==> config.mk <==
export PLATFORM = sky130hd
export DESIGN_NAME = motor_encoder_position_tracker_core
export DESIGN_NICKNAME = d
export VERILOG_FILES = /design/src/rtl/mept_pkg.sv /design/src/rtl/mept_divider.sv /design/src/rtl/motor_encoder_position_tracker_core.sv
export SDC_FILE = /design/constraint.sdc
export NUM_CORES = 1
export LEC_CHECK = 0
export ABC_AREA = 0
export BUFFER_PORTS_ARGS = -buffer_cell sky130_fd_sc_hd__buf_2
export CORE_AREA = 2 2 183 185
export DETAILED_ROUTE_END_ITERATION = 7
export DIE_AREA = 0 0 185 187
export GPL_TIMING_DRIVEN = 0
export PLACE_DENSITY = 0.76
export SLEW_MARGIN = 0
export SYNTH_ARGS = -nofsm -noshare
export SYNTH_HDL_FRONTEND = slang
export SYNTH_SLANG_ARGS = --single-unit
==> constraint.sdc <==
create_clock -name clock -period 13.4 [get_ports clock]
set_input_delay 2.68 -clock clock [delete_from_list [all_inputs] [get_ports clock]]
set_output_delay 2.68 -clock clock [all_outputs]
set_load 0.05 [all_outputs]
==> src/rtl/mept_pkg.sv <==
// ----------------------------------------------------------------------------
// Motor encoder position tracker package
// Shared types, codes and constants for the tracker core, its divider and
// its port checker.
// ----------------------------------------------------------------------------
package mept_pkg;

   // Default width of the head encoder counter
   localparam int COUNT_BITS_DEF = 16;

   // Width of the register fields and of the reported fields
   localparam int FIELD_BITS = 16;

   // Remaining steps at or below this value request slow drive
   localparam int SLOW_THRESHOLD = 3;

   // Action codes of an input beat
   localparam logic [2:0] ACT_HEAD_A     = 3'd0;
   localparam logic [2:0] ACT_HEAD_B     = 3'd1;
   localparam logic [2:0] ACT_PULSE_LEFT = 3'd2;
   localparam logic [2:0] ACT_PULSE_RIGHT = 3'd3;
   localparam logic [2:0] ACT_LOAD_LEFT  = 3'd4;
   localparam logic [2:0] ACT_LOAD_RIGHT = 3'd5;

   // Wing direction codes
   localparam logic [1:0] WDIR_UP   = 2'd1;
   localparam logic [1:0] WDIR_DOWN = 2'd2;

   // Head zone codes
   localparam logic [1:0] ZONE_MIDDLE = 2'd0;
   localparam logic [1:0] ZONE_LEFT   = 2'd1;
   localparam logic [1:0] ZONE_RIGHT  = 2'd2;

   // Register indexes of the configuration port
   localparam logic [2:0] CSR_NORMAL_MODE = 3'd0;
   localparam logic [2:0] CSR_HEAD_UPPER  = 3'd1;
   localparam logic [2:0] CSR_HEAD_LOWER  = 3'd2;
   localparam logic [2:0] CSR_HEAD_CPD    = 3'd3;
   localparam logic [2:0] CSR_LEFT_CPD    = 3'd4;
   localparam logic [2:0] CSR_RIGHT_CPD   = 3'd5;

   // Input beat
   typedef struct packed {
      logic [2:0]  action;
      logic        level_a;
      logic        level_b;
      logic [1:0]  wing_direction;
      logic        wing_calibrated;
      logic [15:0] target_steps;
   } req_type;

   // Result beat
   typedef struct packed {
      logic [15:0] head_count;
      logic        head_direction;
      logic [1:0]  head_zone;
      logic [15:0] head_angle;
      logic [15:0] wing_remaining;
      logic [15:0] wing_position;
      logic [15:0] wing_angle;
      logic        slow_down;
      logic        hold;
   } rsp_type;

   // Divider control and status
   typedef struct packed {
      logic start;
   } div_ctl_type;

   typedef struct packed {
      logic busy;
      logic done;
   } div_sts_type;

   // Sequencer states of the core
   typedef enum logic [2:0] {
      ST_IDLE = 3'b001,
      ST_DIV  = 3'b010,
      ST_OUT  = 3'b100
   } state_type;

endpackage

==> src/rtl/mept_divider.sv <==
// ----------------------------------------------------------------------------
// Bit-serial restoring divider
// Shifts the dividend in one bit per cycle and produces one quotient bit per
// cycle; the quotient is valid in the cycle that done is high.
// ----------------------------------------------------------------------------
module mept_divider #(
   parameter int DIVIDEND_BITS = mept_pkg::COUNT_BITS_DEF
) (
   input  logic                                clock,
   input  logic                                reset,
   input  mept_pkg::div_ctl_type               ctl,
   input  logic [DIVIDEND_BITS-1:0]            dividend,
   input  logic [mept_pkg::FIELD_BITS-1:0]     divisor,
   output mept_pkg::div_sts_type               sts,
   output logic [DIVIDEND_BITS-1:0]            quotient
);

   localparam int STEP_BITS = $clog2(DIVIDEND_BITS);
   localparam int FB        = mept_pkg::FIELD_BITS;

   logic                     busy_ff, busy_in;
   logic                     done_ff, done_in;
   logic [STEP_BITS-1:0]     step_ff, step_in;
   logic [FB-1:0]            rem_ff, rem_in;
   logic [DIVIDEND_BITS-1:0] quo_ff, quo_in;
   logic [FB-1:0]            dvs_ff, dvs_in;

   logic [FB:0] shifted;
   logic [FB:0] diff;
   logic        fits;

   // Trial subtract of one digit
   assign shifted = {rem_ff, quo_ff[DIVIDEND_BITS-1]};
   assign diff    = shifted - {1'b0, dvs_ff};
   assign fits    = shifted >= {1'b0, dvs_ff};

   // Advance one quotient bit per cycle
   always_comb begin
      busy_in = busy_ff;
      done_in = 1'b0;
      step_in = step_ff;
      rem_in  = rem_ff;
      quo_in  = quo_ff;
      dvs_in  = dvs_ff;
      if (ctl.start) begin
         busy_in = 1'b1;
         step_in = STEP_BITS'(DIVIDEND_BITS - 1);
         rem_in  = '0;
         quo_in  = dividend;
         dvs_in  = divisor;
      end else if (busy_ff) begin
         rem_in = fits ? diff[FB-1:0] : shifted[FB-1:0];
         quo_in = {quo_ff[DIVIDEND_BITS-2:0], fits};
         if (step_ff == '0) begin
            busy_in = 1'b0;
            done_in = 1'b1;
         end else begin
            step_in = step_ff - 1'b1;
         end
      end
   end

   always_ff @(posedge clock) begin
      if (reset) begin
         busy_ff <= 1'b0;
         done_ff <= 1'b0;
      end else begin
         busy_ff <= busy_in;
         done_ff <= done_in;
      end
      step_ff <= step_in;
      rem_ff  <= rem_in;
      quo_ff  <= quo_in;
      dvs_ff  <= dvs_in;
   end

   assign sts.busy = busy_ff;
   assign sts.done = done_ff;
   assign quotient = quo_ff;

endmodule

==> src/rtl/motor_encoder_position_tracker_core.sv <==
// ----------------------------------------------------------------------------
// Motor encoder position tracker core
// Head quadrature counter with zone and angle, plus step targets and
// position sums for the left and right wing motors.
// ----------------------------------------------------------------------------
// One input beat is worked on at a time and gives exactly one result beat.
// A beat that updates an angle (a head edge in normal mode, or a wing pulse,
// with a nonzero per-degree divisor) runs the shared bit-serial divider,
// one quotient bit per cycle over max(COUNT_BITS, 16) bits, before its result
// is loaded; the next beat is taken in the cycle that the result appears.
// Any other beat goes from the idle state straight to the output state, which
// loads the result only once the previous one is no longer stalled. The
// result sits in an output register, so a new input beat is taken while
// the previous result is still stalled. Configuration writes are always
// ready and belong in idle periods only.
module motor_encoder_position_tracker_core #(
   parameter int COUNT_BITS = mept_pkg::COUNT_BITS_DEF
) (
   input  logic              clock,
   input  logic              reset,
   input  logic              req_valid,
   output logic              req_stall,
   input  mept_pkg::req_type req_data,
   output logic              rsp_valid,
   input  logic              rsp_stall,
   output mept_pkg::rsp_type rsp_data,
   input  logic              csr_valid,
   output logic              csr_ready,
   input  logic [2:0]        csr_index,
   input  logic [15:0]       csr_data
);

   localparam int WIDE_BITS = (COUNT_BITS > mept_pkg::FIELD_BITS) ?
                              COUNT_BITS : mept_pkg::FIELD_BITS;
   localparam int FB        = mept_pkg::FIELD_BITS;

   // Configuration registers
   logic          normal_mode_ff;
   logic [FB-1:0] head_upper_ff;
   logic [FB-1:0] head_lower_ff;
   logic [FB-1:0] head_cpd_ff;
   logic [FB-1:0] wing_cpd_ff [2];

   // Tracker state
   mept_pkg::state_type   state_ff, state_in;
   logic [COUNT_BITS-1:0] head_count_ff, head_count_in;
   logic                  head_dir_ff, head_dir_in;
   logic [1:0]            head_zone_ff, head_zone_in;
   logic [FB-1:0]         head_angle_ff, head_angle_in;
   logic [FB-1:0]         wing_rem_ff [2];
   logic [FB-1:0]         wing_pos_ff [2];
   logic [FB-1:0]         wing_ang_ff [2];
   logic [FB-1:0]         wing_rem_in, wing_pos_in, wing_ang_in;
   logic                  wing_rem_we, wing_pos_we, wing_ang_we;
   logic                  wing_sel_ff, wing_sel_in;
   logic                  wing_valid_ff, wing_valid_in;
   logic                  slow_ff, slow_in;
   logic                  hold_ff, hold_in;
   logic                  div_head_ff, div_head_in;
   logic                  rsp_valid_ff, rsp_valid_in;
   mept_pkg::rsp_type     rsp_data_ff, rsp_data_in;

   // Divider hookup
   mept_pkg::div_ctl_type div_ctl;
   mept_pkg::div_sts_type div_sts;
   logic [WIDE_BITS-1:0]  div_dividend;
   logic [FB-1:0]         div_divisor;
   logic [WIDE_BITS-1:0]  div_quotient;

   // Datapath helpers
   logic                  req_fire;
   logic                  out_free;
   logic                  w_idx;
   logic                  head_up;
   logic [COUNT_BITS-1:0] count_next;
   logic [WIDE_BITS-1:0]  count_wide;
   logic [WIDE_BITS-1:0]  count_now_wide;
   logic [FB-1:0]         rem_cur;
   logic [FB-1:0]         pos_cur;
   logic [FB-1:0]         pos_next;

   assign req_fire  = req_valid && !req_stall;
   assign req_stall = (state_ff != mept_pkg::ST_IDLE);
   assign out_free  = !rsp_valid_ff || !rsp_stall;
   assign csr_ready = 1'b1;
   assign w_idx     = req_data.action[0];

   // Configuration writes
   always_ff @(posedge clock) begin
      if (reset) begin
         normal_mode_ff <= 1'b1;
         head_upper_ff  <= '0;
         head_lower_ff  <= '0;
         head_cpd_ff    <= '0;
         wing_cpd_ff[0] <= '0;
         wing_cpd_ff[1] <= '0;
      end else if (csr_valid && csr_ready) begin
         unique case (csr_index)
            mept_pkg::CSR_NORMAL_MODE: normal_mode_ff <= csr_data[0];
            mept_pkg::CSR_HEAD_UPPER:  head_upper_ff  <= csr_data;
            mept_pkg::CSR_HEAD_LOWER:  head_lower_ff  <= csr_data;
            mept_pkg::CSR_HEAD_CPD:    head_cpd_ff    <= csr_data;
            mept_pkg::CSR_LEFT_CPD:    wing_cpd_ff[0] <= csr_data;
            mept_pkg::CSR_RIGHT_CPD:   wing_cpd_ff[1] <= csr_data;
            default: ;
         endcase
      end
   end

   // Head step: direction from the encoder levels, clamp at both ends
   always_comb begin
      if (req_data.action == mept_pkg::ACT_HEAD_B) begin
         head_up = (req_data.level_a != req_data.level_b);
      end else begin
         head_up = (req_data.level_a == req_data.level_b);
      end
      count_next = head_count_ff;
      if (head_up) begin
         if (head_count_ff != '1) count_next = head_count_ff + 1'b1;
      end else begin
         if (head_count_ff != '0) count_next = head_count_ff - 1'b1;
      end
      count_wide     = WIDE_BITS'(count_next);
      count_now_wide = WIDE_BITS'(head_count_ff);
   end

   // Wing step: position moves by the commanded direction, clamp at both ends
   always_comb begin
      rem_cur  = wing_rem_ff[w_idx];
      pos_cur  = wing_pos_ff[w_idx];
      pos_next = pos_cur;
      if (req_data.wing_direction == mept_pkg::WDIR_UP) begin
         if (pos_cur != '1) pos_next = pos_cur + 1'b1;
      end else if (req_data.wing_direction == mept_pkg::WDIR_DOWN) begin
         if (pos_cur != '0) pos_next = pos_cur - 1'b1;
      end
   end

   // Sequencer: take a beat, run the divider when an angle updates, load result
   always_comb begin
      state_in      = state_ff;
      head_count_in = head_count_ff;
      head_dir_in   = head_dir_ff;
      head_zone_in  = head_zone_ff;
      head_angle_in = head_angle_ff;
      wing_sel_in   = wing_sel_ff;
      wing_valid_in = wing_valid_ff;
      slow_in       = slow_ff;
      hold_in       = hold_ff;
      div_head_in   = div_head_ff;
      wing_rem_in   = wing_rem_ff[wing_sel_ff];
      wing_pos_in   = pos_next;
      wing_ang_in   = div_quotient[FB-1:0];
      wing_rem_we   = 1'b0;
      wing_pos_we   = 1'b0;
      wing_ang_we   = 1'b0;
      div_ctl.start = 1'b0;
      div_dividend  = WIDE_BITS'(pos_next);
      div_divisor   = wing_cpd_ff[w_idx];
      rsp_valid_in  = rsp_valid_ff && rsp_stall;
      rsp_data_in   = rsp_data_ff;

      unique case (state_ff)
         mept_pkg::ST_IDLE: begin
            if (req_fire) begin
               wing_sel_in   = w_idx;
               wing_valid_in = 1'b0;
               slow_in       = 1'b0;
               hold_in       = 1'b0;
               state_in      = mept_pkg::ST_OUT;
               unique case (req_data.action) inside
                  mept_pkg::ACT_HEAD_A, mept_pkg::ACT_HEAD_B: begin
                     head_count_in = count_next;
                     head_dir_in   = head_up;
                     if (count_wide > WIDE_BITS'(head_upper_ff)) begin
                        head_zone_in = mept_pkg::ZONE_RIGHT;
                     end else if (count_wide < WIDE_BITS'(head_lower_ff)) begin
                        head_zone_in = mept_pkg::ZONE_LEFT;
                     end else begin
                        head_zone_in = mept_pkg::ZONE_MIDDLE;
                     end
                     div_dividend = count_wide;
                     div_divisor  = head_cpd_ff;
                     div_head_in  = 1'b1;
                     if (normal_mode_ff && (head_cpd_ff != '0)) begin
                        div_ctl.start = 1'b1;
                        state_in      = mept_pkg::ST_DIV;
                     end
                  end
                  mept_pkg::ACT_PULSE_LEFT, mept_pkg::ACT_PULSE_RIGHT: begin
                     wing_valid_in = 1'b1;
                     wing_pos_we   = 1'b1;
                     wing_rem_we   = 1'b1;
                     slow_in       = (rem_cur <= FB'(mept_pkg::SLOW_THRESHOLD)) &&
                                     req_data.wing_calibrated;
                     hold_in       = (rem_cur <= FB'(1));
                     wing_rem_in   = (rem_cur <= FB'(1)) ? '0 : rem_cur - 1'b1;
                     div_head_in   = 1'b0;
                     if (wing_cpd_ff[w_idx] != '0) begin
                        div_ctl.start = 1'b1;
                        state_in      = mept_pkg::ST_DIV;
                     end
                  end
                  mept_pkg::ACT_LOAD_LEFT, mept_pkg::ACT_LOAD_RIGHT: begin
                     wing_valid_in = 1'b1;
                     wing_rem_we   = 1'b1;
                     wing_rem_in   = req_data.target_steps;
                  end
                  default: ;
               endcase
            end
         end
         mept_pkg::ST_DIV: begin
            if (div_sts.done) begin
               if (div_head_ff) begin
                  head_angle_in = (div_quotient > WIDE_BITS'({FB{1'b1}})) ?
                                  '1 : div_quotient[FB-1:0];
               end else begin
                  wing_ang_we = 1'b1;
               end
               state_in = mept_pkg::ST_OUT;
            end
         end
         mept_pkg::ST_OUT: begin
            if (out_free) begin
               rsp_valid_in               = 1'b1;
               rsp_data_in.head_count     = count_now_wide[FB-1:0];
               rsp_data_in.head_direction = head_dir_ff;
               rsp_data_in.head_zone      = head_zone_ff;
               rsp_data_in.head_angle     = head_angle_ff;
               rsp_data_in.wing_remaining = wing_valid_ff ? wing_rem_ff[wing_sel_ff] : '0;
               rsp_data_in.wing_position  = wing_valid_ff ? wing_pos_ff[wing_sel_ff] : '0;
               rsp_data_in.wing_angle     = wing_valid_ff ? wing_ang_ff[wing_sel_ff] : '0;
               rsp_data_in.slow_down      = slow_ff;
               rsp_data_in.hold           = hold_ff;
               state_in                   = mept_pkg::ST_IDLE;
            end
         end
         default: state_in = mept_pkg::ST_IDLE;
      endcase
   end

   // State registers
   always_ff @(posedge clock) begin
      if (reset) begin
         state_ff      <= mept_pkg::ST_IDLE;
         head_count_ff <= '0;
         head_dir_ff   <= 1'b0;
         head_zone_ff  <= mept_pkg::ZONE_MIDDLE;
         head_angle_ff <= '0;
         wing_rem_ff[0] <= '0;
         wing_rem_ff[1] <= '0;
         wing_pos_ff[0] <= '0;
         wing_pos_ff[1] <= '0;
         wing_ang_ff[0] <= '0;
         wing_ang_ff[1] <= '0;
         rsp_valid_ff  <= 1'b0;
      end else begin
         state_ff      <= state_in;
         head_count_ff <= head_count_in;
         head_dir_ff   <= head_dir_in;
         head_zone_ff  <= head_zone_in;
         head_angle_ff <= head_angle_in;
         if (wing_rem_we) wing_rem_ff[wing_sel_in] <= wing_rem_in;
         if (wing_pos_we) wing_pos_ff[wing_sel_in] <= wing_pos_in;
         if (wing_ang_we) wing_ang_ff[wing_sel_ff] <= wing_ang_in;
         rsp_valid_ff  <= rsp_valid_in;
      end
      wing_sel_ff   <= wing_sel_in;
      wing_valid_ff <= wing_valid_in;
      slow_ff       <= slow_in;
      hold_ff       <= hold_in;
      div_head_ff   <= div_head_in;
      rsp_data_ff   <= rsp_data_in;
   end

   // Shared angle divider
   mept_divider #(
      .DIVIDEND_BITS (WIDE_BITS)
   ) u_divider (
      .clock    (clock),
      .reset    (reset),
      .ctl      (div_ctl),
      .dividend (div_dividend),
      .divisor  (div_divisor),
      .sts      (div_sts),
      .quotient (div_quotient)
   );

   assign rsp_valid = rsp_valid_ff;
   assign rsp_data  = rsp_data_ff;

endmodule

Yosys cells after proc, flatten, opt, wreduce, memory -nomap -nowiden
Memory sizes are Yosys's and may differ from the RTL's. A register that Yosys moved wholly into a read port is not among the register bits.
Cells that the tools add are included.
Widths: inputs -> output; s select.
{ "totals": {"regBits": 200, "mem_bits_rw": 128, "in_bits": 48, "out_inout_bits": 88, "wordCells": 194, "mem_count": 4} }
{ "classes": {"addsub": 7, "order_cmp": 6, "eq_ne": 23, "n_mux": 84, "bitwise": 4, "reduce_logical": 38} }
{ "memory_table": {"columns": ["memory", "depth", "width", "read_ports", "rd_clocked_by_memory_dff", "write_ports", "line_no", "rtl"], "rows": [
  ["wing_ang_ff", 2, 16, 1, 1, 2, "motor_encoder_position_tracker_core.sv:52", "logic [FB-1:0] wing_ang_ff [2];"],
  ["wing_cpd_ff", 2, 16, 1, 0, 2, "motor_encoder_position_tracker_core.sv:42", "logic [FB-1:0] wing_cpd_ff [2];"],
  ["wing_pos_ff", 2, 16, 2, 1, 2, "motor_encoder_position_tracker_core.sv:51", "logic [FB-1:0] wing_pos_ff [2];"],
  ["wing_rem_ff", 2, 16, 2, 1, 2, "motor_encoder_position_tracker_core.sv:50", "logic [FB-1:0] wing_rem_ff [2];"]
]} }
{ "op_table": {"columns": ["operator", "n"], "rows": [
  ["$mux 16", 25],
  ["$reduce_bool 16->1", 4],
  ["$mux 1", 48],
  ["$reduce_or 16->1", 3],
  ["$sub 16x1->16 const B", 3],
  ["$add 16x1->16 const B", 2],
  ["$ne 16x16->1 const B", 2],
  ["$pmux 16 s2", 1],
  ["$ge 17x16->1", 1],
  ["$gt 16x16->1", 1],
  ["$gt 16x16->1 const B", 1],
  ["$le 16x1->1 const B", 1],
  ["$le 16x2->1 const B", 1],
  ["$lt 16x16->1", 1],
  ["$sub 16x16->16", 1],
  ["$eq 3x2->1 const B", 5],
  ["$eq 3x3->1 const B", 5],
  ["$mux 3", 5],
  ["$reduce_and 2->1", 7],
  ["$reduce_and 3->1", 4],
  ["$eq 3x1->1 const B", 3],
  ["$pmux 3 s3", 1],
  ["$logic_not 3->1", 2],
  ["$pmux 3 s2", 1],
  ["other kinds (20)", 34]
]} }

Logic depth before layout (Yosys ltp)
Gate-level depths: netlist of the first run.
{ "logic_depth": {"ltp_word": 10, "depth_mapped": 15} }

By module
A second synthesis of the first run with hierarchy kept.
{ "hier_totals": {"cells_unflattened": 1830, "hier_area_um2": 18780.5} }
{ "by_module_without_submodules": {"columns": ["mod", "instances", "cells_per_inst", "area_per_inst_um2", "seq_area_each_um2"], "rows": [
  ["motor_encoder_position_tracker_core", 1, 1519, 15668.8, 8298.0],
  ["mept_divider", 1, 311, 3111.7, 1401.3]
]} }

Worst setup path before layout of the first run
No wires, ideal clock.
{ "synth_timing": {"path_kind": "input-to-reg", "start": "input rsp_stall", "end": "register rsp_data_ff (netlist bit rsp_data[0]), enable pin", "arrival_time_ns": 6.704, "t_required_ns": 12.843, "setup_slack_ns": 6.139, "cell_stages": 1, "path_buffers": 0, "cell_sequence": "a21oi_1"} }
{ "synth_between": {"elab_chain_len": 3} }
{ "synth_rtl": {"columns": ["item", "line_no", "rtl"], "rows": [
  ["start, declared", "motor_encoder_position_tracker_core.sv:25", "input logic rsp_stall,"],
  ["$logic_not 1->1", "motor_encoder_position_tracker_core.sv:84", "assign out_free = !rsp_valid_ff || !rsp_stall;"],
  ["$logic_or 1x1->1", "motor_encoder_position_tracker_core.sv:84", null],
  ["$reduce_and 2->1 (no source line)", null, null],
  ["end signal, assigned", "motor_encoder_position_tracker_core.sv:274", "rsp_data_ff <= rsp_data_in;"],
  ["end, declared", "motor_encoder_position_tracker_core.sv:61", "mept_pkg::rsp_type rsp_data_ff, rsp_data_in;"]
]} }
Every way passes these cells.
A chain may end at the register's enable or synchronous reset.

Worst setup path after layout of the first run
{ "layout_timing": {"start": "input req_data[22] in the netlist's numbering", "end": "register head_zone_ff[0]"} }
{ "layout_between": {"elab_chain_len": 6, "word_cells_on_any_way": 10, "classes_between": "order compare: 2; eq/ne: 1; mux: 4; reduce/logical: 3"} }
{ "layout_rtl": {"columns": ["item", "line_no", "rtl"], "rows": [
  ["start, declared", "motor_encoder_position_tracker_core.sv:23", "input mept_pkg::req_type req_data,"],
  ["$eq 3x1->1 (*)", "motor_encoder_position_tracker_core.sv:112", "if (req_data.action == mept_pkg::ACT_HEAD_B) begin"],
  ["$mux 1 (*)", "motor_encoder_position_tracker_core.sv:112", null],
  ["$mux 16 (*)", "motor_encoder_position_tracker_core.sv:118", "if (head_up) begin"],
  ["named net count_next[9]", "motor_encoder_position_tracker_core.sv:75", "logic [COUNT_BITS-1:0] count_next;"],
  ["$lt 16x16->1", "motor_encoder_position_tracker_core.sv:177", "end else if (count_wide < WIDE_BITS'(head_lower_ff)) begin"],
  ["$mux 1", "motor_encoder_position_tracker_core.sv:177", null],
  ["$mux 2 (*)", "motor_encoder_position_tracker_core.sv:175", "if (count_wide > WIDE_BITS'(head_upper_ff)) begin"],
  ["end signal, assigned", "motor_encoder_position_tracker_core.sv:249", "head_zone_ff <= mept_pkg::ZONE_MIDDLE;"],
  ["end signal, assigned", "motor_encoder_position_tracker_core.sv:262", "head_zone_ff <= head_zone_in;"],
  ["end, declared", "motor_encoder_position_tracker_core.sv:48", "logic [1:0] head_zone_ff, head_zone_in;"]
]} }
The timed path passes the listed nets; every way through them passes the cells marked *.

==> metrics, run 1 <==
syn_area_per_cell=10.4 sq um; row count=67; Clock Tree Buf Depth=3; Pwr Density=147 nW/um^2; Final ANT Viol Nets=0; crit start category=primary input; clk sinks=360; area share of and/or/nand/nor cells after synthesis=0.190; Synth-to-Final Area Change=14.1%; Net Switching=0.920 mW; Reg2Reg Depth=14; total die area=34,600 sq um; Gate Count Post-Synth=1,729; Sequential Power Share=0.436; Hold Crit Endpoint=rsp_data[74]; antenna diode count=0; clock root cell=clkbuf_16; commonest non-fill, non-tap cell in the layout=edfxtp_1; CTS resizes=0; number of synthesized flops with an enable pin=249; worst vdd ir=99.1 uV; drt drc=0; status=finished, final reports clean; main combinational cell family by area after synthesis=simple AND/OR/NAND/NOR gates; CTS tree=done; global-route wire length before repair=73.2 mm; TritonRoute pass-1 iters=8; Top FF cell, synth=edfxtp_1; Top Ports=136; relative slew slack=0.344; synthesized-area fraction occupied by adder cells=0.0393; WP data arrival=7100 ps; grt total ovfl=0; Cell variety after synth=84; clock share of power=0.336; warnings from Yosys=0; NumNets Final=2,010; Pins Over Slew Limit=0; PortBufs=133; vias in the first global route=13,500; Final setup viols=0; commonest non-fill, non-tap cells in the layout=edfxtp_1, nand2_1, nor2_1, buf_2, dfxtp_1; syn nets=1,833; Starting Density=0.549; Gate power share=0.228; post-synthesis instance area=18,000 sq um; setup TNS=0 ps; Reg clk slew, reported paths=60 ps; MaxCap Viol Count=0; unrepaired setup endpoints after global routing=false; GRT Util Overall=0.271; Hold Crit Start=count_now_wide[5]; mux cell area share after synthesis=0.0641; final core occ=0.626; R2R Setup Slk=9180 ps; Total Wirelength=47.3 mm; post-synthesis compound-gate area fraction=0.108; initial antenna violation count=0; final clock skew=11.5 ps; slew at the pin closest to its max-slew limit=970 ps; routed vias=14,100; fmax=151 MHz; Setup crit start=req_data[22]; area of the multi-input gates=7710 sq um; CTS Buf Count=38; number of DRC markers in iteration 0=1,619; core area=32,900 sq um; Req. time, crit path=13,870 ps; cts hold-fix bufs=0; post-DR wirelength/cell=19.9 um; H-tree Lvls=2; sw frac=0.303; Die X=185 um; largest net degree at the start of global routing=26; min Tclk post-route=6630 ps; leakage=7.76 nW; xor and xnor fraction of the mapped netlist area=0.0248; FF-to-FF End=head_zone_ff[0]; final hold vios=0; fillers=2,704; vias per std cell=5.94; die height=187 um; Internal Power=2.11 mW; critical path class=primary input to flop; Cells on Worst Hold Path=0; ys async rst share=0; crit end category=flop; share of cells above drive strength 1=0.125; DP Wirelength=34.4 mm; FF+latch count, synth=360; crit path max fanout=10; fin crit share=0.495; sequential cell area fraction in the yosys report=0.538; RR Startpoint=count_now_wide[3]; Clock Latency Late Sink=530 ps; gpl congestion=0.940; area occupied by registers=9700 sq um; postcts setup bufs=0; Hold WC Path Type=flop to flop
per-layer routing:
layer	part of all wire	GRT usage	vias up	wire, um
li1	-	-	6632	-
met1	0.42	0.369	6791	19800
met2	0.47	0.446	625	22400
met3	0.074	0.0350	96	3490
met4	0.034	0.0962	0	1590
met5	0	0	-	0
critical path, cell delays in order:
cell and delay [ps]:
clkbuf_1 250, nor3b_1 740, xnor2_1 480, nand3b_1 250
o32ai_1 320, xor2_1 770, ha_1 390, a21oi_1 150
nor2_1 60, a211o_1 270, a21oi_1 140, o2111ai_1 110
a21oi_1 300, a41o_1 200
area by class of cell:
class | count | area share
well taps | 448 | 0.0272
clock inverters | 18 | 0.00730
repair buffers | 137 | 0.0364
clock buffers | 51 | 0.0520
inverters | 67 | 0.0122
flip-flops and latches | 360 | 0.471
plain buffers | 89 | 0.0188
multi-input cells | 1213 | 0.375
synthesized netlist by cell type, types with 7 or more instances:
master,instances,area share
clkbuf_1,71,0.015
nand3b_1,8,0.0033
a21oi_1,107,0.030
a31oi_1,19,0.0066
a222oi_1,9,0.0050
nand2b_1,13,0.0045
ha_1,55,0.038
dfxtp_1,111,0.12
nor3_1,25,0.0069
a22oi_1,19,0.0079
nand2_1,206,0.043
nand3_1,28,0.0078
a211oi_1,13,0.0054
inv_1,65,0.014
mux2i_1,102,0.057
edfxtp_1,249,0.41
nor2b_1,55,0.019
or3_1,20,0.0069
xor2_1,16,0.0078
mux2_2,12,0.0075
buf_2,7,0.0019
nand4_1,18,0.0062
nor4_1,26,0.0090
nor2_1,150,0.031
o21ai_0,66,0.018
nor3b_1,8,0.0033
and3_1,14,0.0049
xnor2_1,35,0.017
and2_1,71,0.025
power by group through the flow:
stage	clock network [mW]	logic, mW	registers, mW
3_5_place_dp	0	0.676	1.34
4_1_cts	1.03	0.680	1.32
2_1_floorplan	0	0.482	1.34
3_3_place_gp	0	0.653	1.34
5_1_grt	1.08	0.756	1.33
6_report	1.02	0.693	1.32
worst max path at each step:
stage | to | slack (ps) | cells after the start
finish | head_zone_ff[0] | 6770 | 14
global route | head_zone_ff[0] | 6540 | 14
CTS | head_zone_ff[0] | 6920 | 15
detailed placement | head_zone_ff[0] | 6370 | 15
global placement | rsp_data[78] | 3860 | 2
floorplan | rsp_data[0] | 6140 | 1
sequential cells by signal, indices dropped and copies added (netlist names), 2 cells and up:
name,flops
wing_pos_ff,32
u_divider.dvs_ff,16
u_divider.quotient,16
head_lower_ff,16
wing_cpd_ff,32
state_ff,3
head_upper_ff,16
head_zone_ff,2
head_angle_ff,16
count_now_wide,16
u_divider.step_ff,4
rsp_data,85
u_divider.rem_ff,16
head_cpd_ff,16
wing_ang_ff,32
wing_rem_ff,32
logic make-up (layout without fill, tap and decap cells):
group                    after synthesis  after routing
AND/OR/NAND/NOR                      683            683
flip-flops                           360            360
AO/OA/AOI/OAI                        308            308
buffers and inverters                156            362
multiplexers                         114            114
adder cells (fa/ha/maj)               56             56
XOR/XNOR                              51             51
other                                  1              1
through the flow:
step	setup WS [ps]	power, mW	area [sq um]	std cells	hold WS, ps
floorplan	6140	1.83	18000	1729	400
global placement	3860	1.99	19300	2310	414
detailed placement	6370	2.02	19400	2314	415
CTS	6920	3.03	20600	2383	428
global route	6540	3.16	20600	2383	433
finish	6770	3.03	20600	2383	421
(Power assumes the default switching activity.)
==> run 2: changes to the inputs <==
--- a/config.mk
+++ b/config.mk
@@ -7,11 +7,11 @@
 export LEC_CHECK = 0
 export ABC_AREA = 0
 export BUFFER_PORTS_ARGS = -buffer_cell sky130_fd_sc_hd__buf_2
-export CORE_AREA = 2 2 183 185
+export CORE_AREA = 2 2 185 187
 export DETAILED_ROUTE_END_ITERATION = 7
-export DIE_AREA = 0 0 185 187
+export DIE_AREA = 0 0 187 189
 export GPL_TIMING_DRIVEN = 0
-export PLACE_DENSITY = 0.76
+export PLACE_DENSITY = 0.78
 export SLEW_MARGIN = 0
 export SYNTH_ARGS = -nofsm -noshare
 export SYNTH_HDL_FRONTEND = slang
==> constraint.sdc (replaced) <==
create_clock -name clock -period 5.8 [get_ports clock]
set_input_delay 1.16 -clock clock [delete_from_list [all_inputs] [get_ports clock]]
set_output_delay 1.16 -clock clock [all_outputs]
set_load 0.05 [all_outputs]
==> metrics, run 2 (same netlist as run 1, synthesis figures left out) <==
CTS resizes=0 (unchanged); drt drc=0 (unchanged); Reg clk slew, reported paths=60 ps (about the same); global-route wire length before repair=72.4 mm (-1.1%); Reg2Reg Depth=14 (unchanged); RR Startpoint=count_now_wide[3]; grt total ovfl=0 (unchanged); Gate power share=0.223 (-0.005); final clock skew=24.9 ps (+13.4 ps); row count=67 (unchanged); leakage=7.80 nW (+0.50%); DP Wirelength=33.8 mm (-1.7%); NumNets Final=2,010 (unchanged); initial antenna violation count=0 (unchanged); worst hold margin=414 ps (-6.82 ps); crit start category=primary input; TritonRoute pass-1 iters=6 (-2); final hold vios=0 (unchanged); crit path max fanout=10 (unchanged); Clock Latency Late Sink=530 ps (about the same); Die X=187 um (+1.1%); routed vias=14,100 (-0.20%); share of cells above drive strength 1=0.127 (+0.00155); Net Switching=2.11 mW (+130%); unrepaired setup endpoints after global routing=false; sw frac=0.295 (-0.00788); antenna diode count=0 (unchanged); worst vdd ir=211 uV (+110%); cts hold-fix bufs=0 (unchanged); Total Wirelength=46.5 mm (-1.9%); CTS tree=done; postcts setup bufs=0 (unchanged); fmax=201 MHz; PortBufs=133 (unchanged); vias in the first global route=13,500 (-0.19%); Top Ports=136 (unchanged); status=finished, final reports clean; Setup crit start=req_data[21]; Pins Over Slew Limit=0 (unchanged); crit end category=flop; commonest non-fill, non-tap cell in the layout=edfxtp_1; MaxCap Viol Count=0 (unchanged); slew at the pin closest to its max-slew limit=1030 ps (+61.7 ps); clk sinks=360 (unchanged); die height=189 um (+1.1%); vias per std cell=5.92 (-0.20%); Hold WC Path Type=flop to flop; Synth-to-Final Area Change=14.4%; CTS Buf Count=38 (unchanged); H-tree Lvls=2 (unchanged); Clock Tree Buf Depth=3 (unchanged); final core occ=0.620 (-0.00627); Starting Density=0.542 (-0.00691); core area=33,300 sq um (+1.3%); Req. time, crit path=6060 ps (-7810 ps); Pwr Total=7.13 mW (+140%); clock share of power=0.349 (+0.013); largest net degree at the start of global routing=25 (-3.8%); commonest non-fill, non-tap cells in the layout=edfxtp_1, nand2_1, nor2_1, buf_2, dfxtp_1; post-DR wirelength/cell=19.5 um (-1.9%); Final ANT Viol Nets=0 (unchanged); clock root cell=clkbuf_16; min Tclk post-route=4990 ps; Internal Power=5.03 mW (+140%); Sequential Power Share=0.428 (-0.008); total die area=35,300 sq um (+2.2%); Pwr Density=346 nW/um^2 (+130%); critical path class=primary input to flop; GRT Util Overall=0.259 (-0.0122); Final setup viols=0 (unchanged); fin crit share=0.860; Hold Crit Start=head_angle_ff[15]; gpl congestion=0.923 (-1.8%); number of DRC markers in iteration 0=1,447 (-11%); Cells on Worst Hold Path=0 (unchanged); max reg flops=85 (unchanged); relative slew slack=0.308 (-0.0362); R2R Setup Slk=1630 ps (-7550 ps); WP data arrival=5240 ps (-1860 ps)
-- run 2: cell type report --
| class | instances | area (sq um) |
|---|---|---|
| Buffer | 89 | 388 |
| Clock buffer | 43 | 991 |
| Clock inverter | 26 | 284 |
| Fill cell | 2726 | 12600 |
| Inverter | 67 | 251 |
| Multi-Input combinational cell | 1213 | 7710 |
| Sequential cell | 360 | 9700 |
| Tap cell | 448 | 561 |
| Timing Repair Buffer | 137 | 748 |
-- run 2: worst max-delay path, cell delays in order --
cell and delay, ps:
buf_2 100, buf_6 150, buf_4 220, buf_4 240, buf_2 350, buf_2 390
buf_2 370, buf_4 310, buf_2 390, mux2i_1 300, ha_1 310, nor2_1 110
nor2_2 130, nor2_2 140, a222oi_1 450, nor2_1 110
-- run 2: worst paths after layout --
path                                     endpoint
worst max-delay path            wing_rem_ff[0][7]
worst max register to register    head_zone_ff[0]
worst min register to register       rsp_data[65]
worst min-delay path                 rsp_data[65]
-- run 2: layer usage --
metal,track usage,part of all wire,vias to the layer above
met2,0.431,0.47,652
met4,0.0949,0.035,0
li1,-,-,6625
met3,0.0337,0.082,112
met1,0.349,0.42,6727
met5,0,0,-
-- run 2: power by group through the flow --
stage               logic [mW]  clock network (mW)  registers, mW
floorplan                 1.11                   0           3.11
global placement          1.50                   0           3.10
detailed placement        1.55                   0           3.10
CTS                       1.56                2.51           3.05
global route              1.74                2.61           3.07
finish                    1.59                2.49           3.05
-- run 2: through the flow --
stage / setup TNS, ps / cell area [sq um] / instances / worst slack [ps]
2_1_floorplan: 0 / 18000 / 1729 / 59.0
3_3_place_gp: -187070 / 19300 / 2310 / -2200
3_5_place_dp: 0 / 19400 / 2314 / 351
4_1_cts: 0 / 20600 / 2383 / 892
5_1_grt: 0 / 20600 / 2383 / 638
6_report: 0 / 20600 / 2383 / 813
==> run 3: changes to the inputs <==
--- a/config.mk
+++ b/config.mk
@@ -6,12 +6,12 @@
 export NUM_CORES = 1
 export LEC_CHECK = 0
 export ABC_AREA = 0
-export BUFFER_PORTS_ARGS = -buffer_cell sky130_fd_sc_hd__buf_2
-export CORE_AREA = 2 2 185 187
+export CORE_AREA = 2 2 183 185
 export DETAILED_ROUTE_END_ITERATION = 7
-export DIE_AREA = 0 0 187 189
+export DIE_AREA = 0 0 185 187
+export DONT_BUFFER_PORTS = 1
 export GPL_TIMING_DRIVEN = 0
-export PLACE_DENSITY = 0.78
+export PLACE_DENSITY = 0.76
 export SLEW_MARGIN = 0
 export SYNTH_ARGS = -nofsm -noshare
 export SYNTH_HDL_FRONTEND = slang
==> metrics, run 3 (same netlist as run 1, synthesis figures left out) <==
status=finished, final reports clean; largest net degree at the start of global routing=33 (+32%); CTS resizes=0 (unchanged); crit start category=primary input; Die X=185 um (-1.1%); MaxCap Viol Count=0 (unchanged); Synth-to-Final Area Change=10.9%; fillers=2,735 (+0.33%); final cell count without fillers=2,253 (-5.5%); TritonRoute pass-1 iters=5 (-1); Clock Latency Late Sink=540 ps (about the same); placed insts=2,180 (-5.8%); final hold vios=0 (unchanged); share of cells above drive strength 1=0.0604 (-0.0662); WP data arrival=5480 ps (+240 ps); Pwr Density=356 nW/um^2 (+3.0%); worst hold margin=425 ps (+11.3 ps); postcts setup bufs=0 (unchanged); fmax=199 MHz (-0.60%); crit path max fanout=10 (unchanged); global-route wire length before repair=71.2 mm (-1.6%); area of the multi-input gates=7710 sq um (about the same); row count=67 (unchanged); Hold WC Path Type=flop to flop; min Tclk post-route=5020 ps (+30.0 ps); PortBufs=0 (-100%); total die area=34,600 sq um (-2.1%); unrepaired setup endpoints after global routing=false; cts hold-fix bufs=0 (unchanged); gpl congestion=0.924 (about the same); initial antenna violation count=2 (+2); Starting Density=0.549 (+0.00691); leakage=7.28 nW (-6.7%); CTS tree=done; commonest non-fill, non-tap cell in the layout=edfxtp_1; clk sinks=360 (unchanged); clock root cell=clkbuf_16; number of DRC markers in iteration 0=1,330 (-8.1%); fin crit share=0.865 (+0.00518); NumNets Final=1,877 (-6.6%); Req. time, crit path=6260 ps (+200 ps); R2R Setup Slk=1630 ps (about the same); area occupied by registers=9700 sq um (unchanged); Top Ports=136 (unchanged); Final setup viols=0 (unchanged); relative slew slack=0.295 (-0.0132); GRT Util Overall=0.266 (+0.00740); crit end category=flop; final clock skew=25.1 ps (+0.121 ps); post-DR wirelength/cell=20.5 um (+5.0%); DP Wirelength=33.5 mm (-0.99%); vias in the first global route=12,900 (-4.4%); routed vias=13,500 (-4.5%); Pins Over Slew Limit=0 (unchanged); grt total ovfl=0 (unchanged); max reg flops=85 (unchanged); Clock Tree Buf Depth=3 (unchanged); H-tree Lvls=2 (unchanged); critical path class=primary input to flop; Reg clk slew, reported paths=60 ps (about the same); Total Wirelength=46.1 mm (-0.77%); slew at the pin closest to its max-slew limit=1040 ps (+11.3 ps); die height=187 um (-1.1%); worst vdd ir=270 uV (+28%); CTS Buf Count=39 (+2.6%); commonest non-fill, non-tap cells in the layout=edfxtp_1, nand2_1, nor2_1, dfxtp_1, a21oi_1; Final ANT Viol Nets=0 (unchanged); core area=32,900 sq um (-1.3%); drt drc=0 (unchanged); vias per std cell=5.99 (+1.0%)
run 3: cell types whose count changed in the layout (fill, tap and decap cells not counted), moves of 2 or more:
| cell | previous run | this run |
|---|---|---|
| clkinv_2 | 12 | 5 |
| clkbuf_8 | 0 | 3 |
| clkbuf_1 | 75 | 77 |
| buf_2 | 140 | 7 |
| clkinv_1 | 7 | 11 |
run 3: final timing paths:
path / from / cells after the start / endpoint
worst max-delay path: req_data[22] / 14 / head_zone_ff[0]
worst max register to register: count_now_wide[2] / 14 / head_zone_ff[0]
worst min register to register: count_now_wide[5] / 0 / rsp_data[74]
worst min-delay path: count_now_wide[5] / 0 / rsp_data[74]
run 3: critical path, cell delays in order:
cell	delay [ps]
clkbuf_1	250
nor3b_1	700
xor2_1	540
nand3_1	290
o32ai_1	240
xor2_1	680
ha_1	380
a21oi_1	130
nor2_1	50
a211o_1	250
a21oi_1	150
o2111ai_1	120
a21oi_1	320
a41o_1	200
run 3: final cells by class:
cell class                      count  share of cell area
Sequential cell                   360               0.485
Clock buffer                       49              0.0532
Inverter                           67              0.0126
Buffer                             89              0.0194
Multi-Input combinational cell   1213               0.386
Timing Repair Buffer                3             0.00338
Tap cell                          448              0.0280
Antenna cell                        1            0.000125
Clock inverter                     23              0.0125
run 3: stage by stage:
step                       util  worst slack, ps  setup TNS (ps)  total power [mW]  area [sq um]
after floorplan               -             59.0               0              4.22         18000
after global placement    0.566            -1810         -153030              4.57         18600
after detailed placement  0.568              353               0              4.60         18700
after CTS                 0.608              861               0              7.12         20000
after global routing      0.608              514               0              7.44         20000
final                     0.609              783               0              7.12         20000
run 3: routing by layer:
layer / vias to the layer above / track usage / routed length [um]
li1: 6356 / - / -
met3: 108 / 0.0493 / 3950
met2: 569 / 0.431 / 21700
met1: 6450 / 0.356 / 18800
met4: 2 / 0.102 / 1650
met5: - / 0 / 17
run 3: where the power goes:
group          internal (mW)  switching [mW]
clock network           1.53            1.01
logic                  0.573           0.914
registers               2.93           0.167
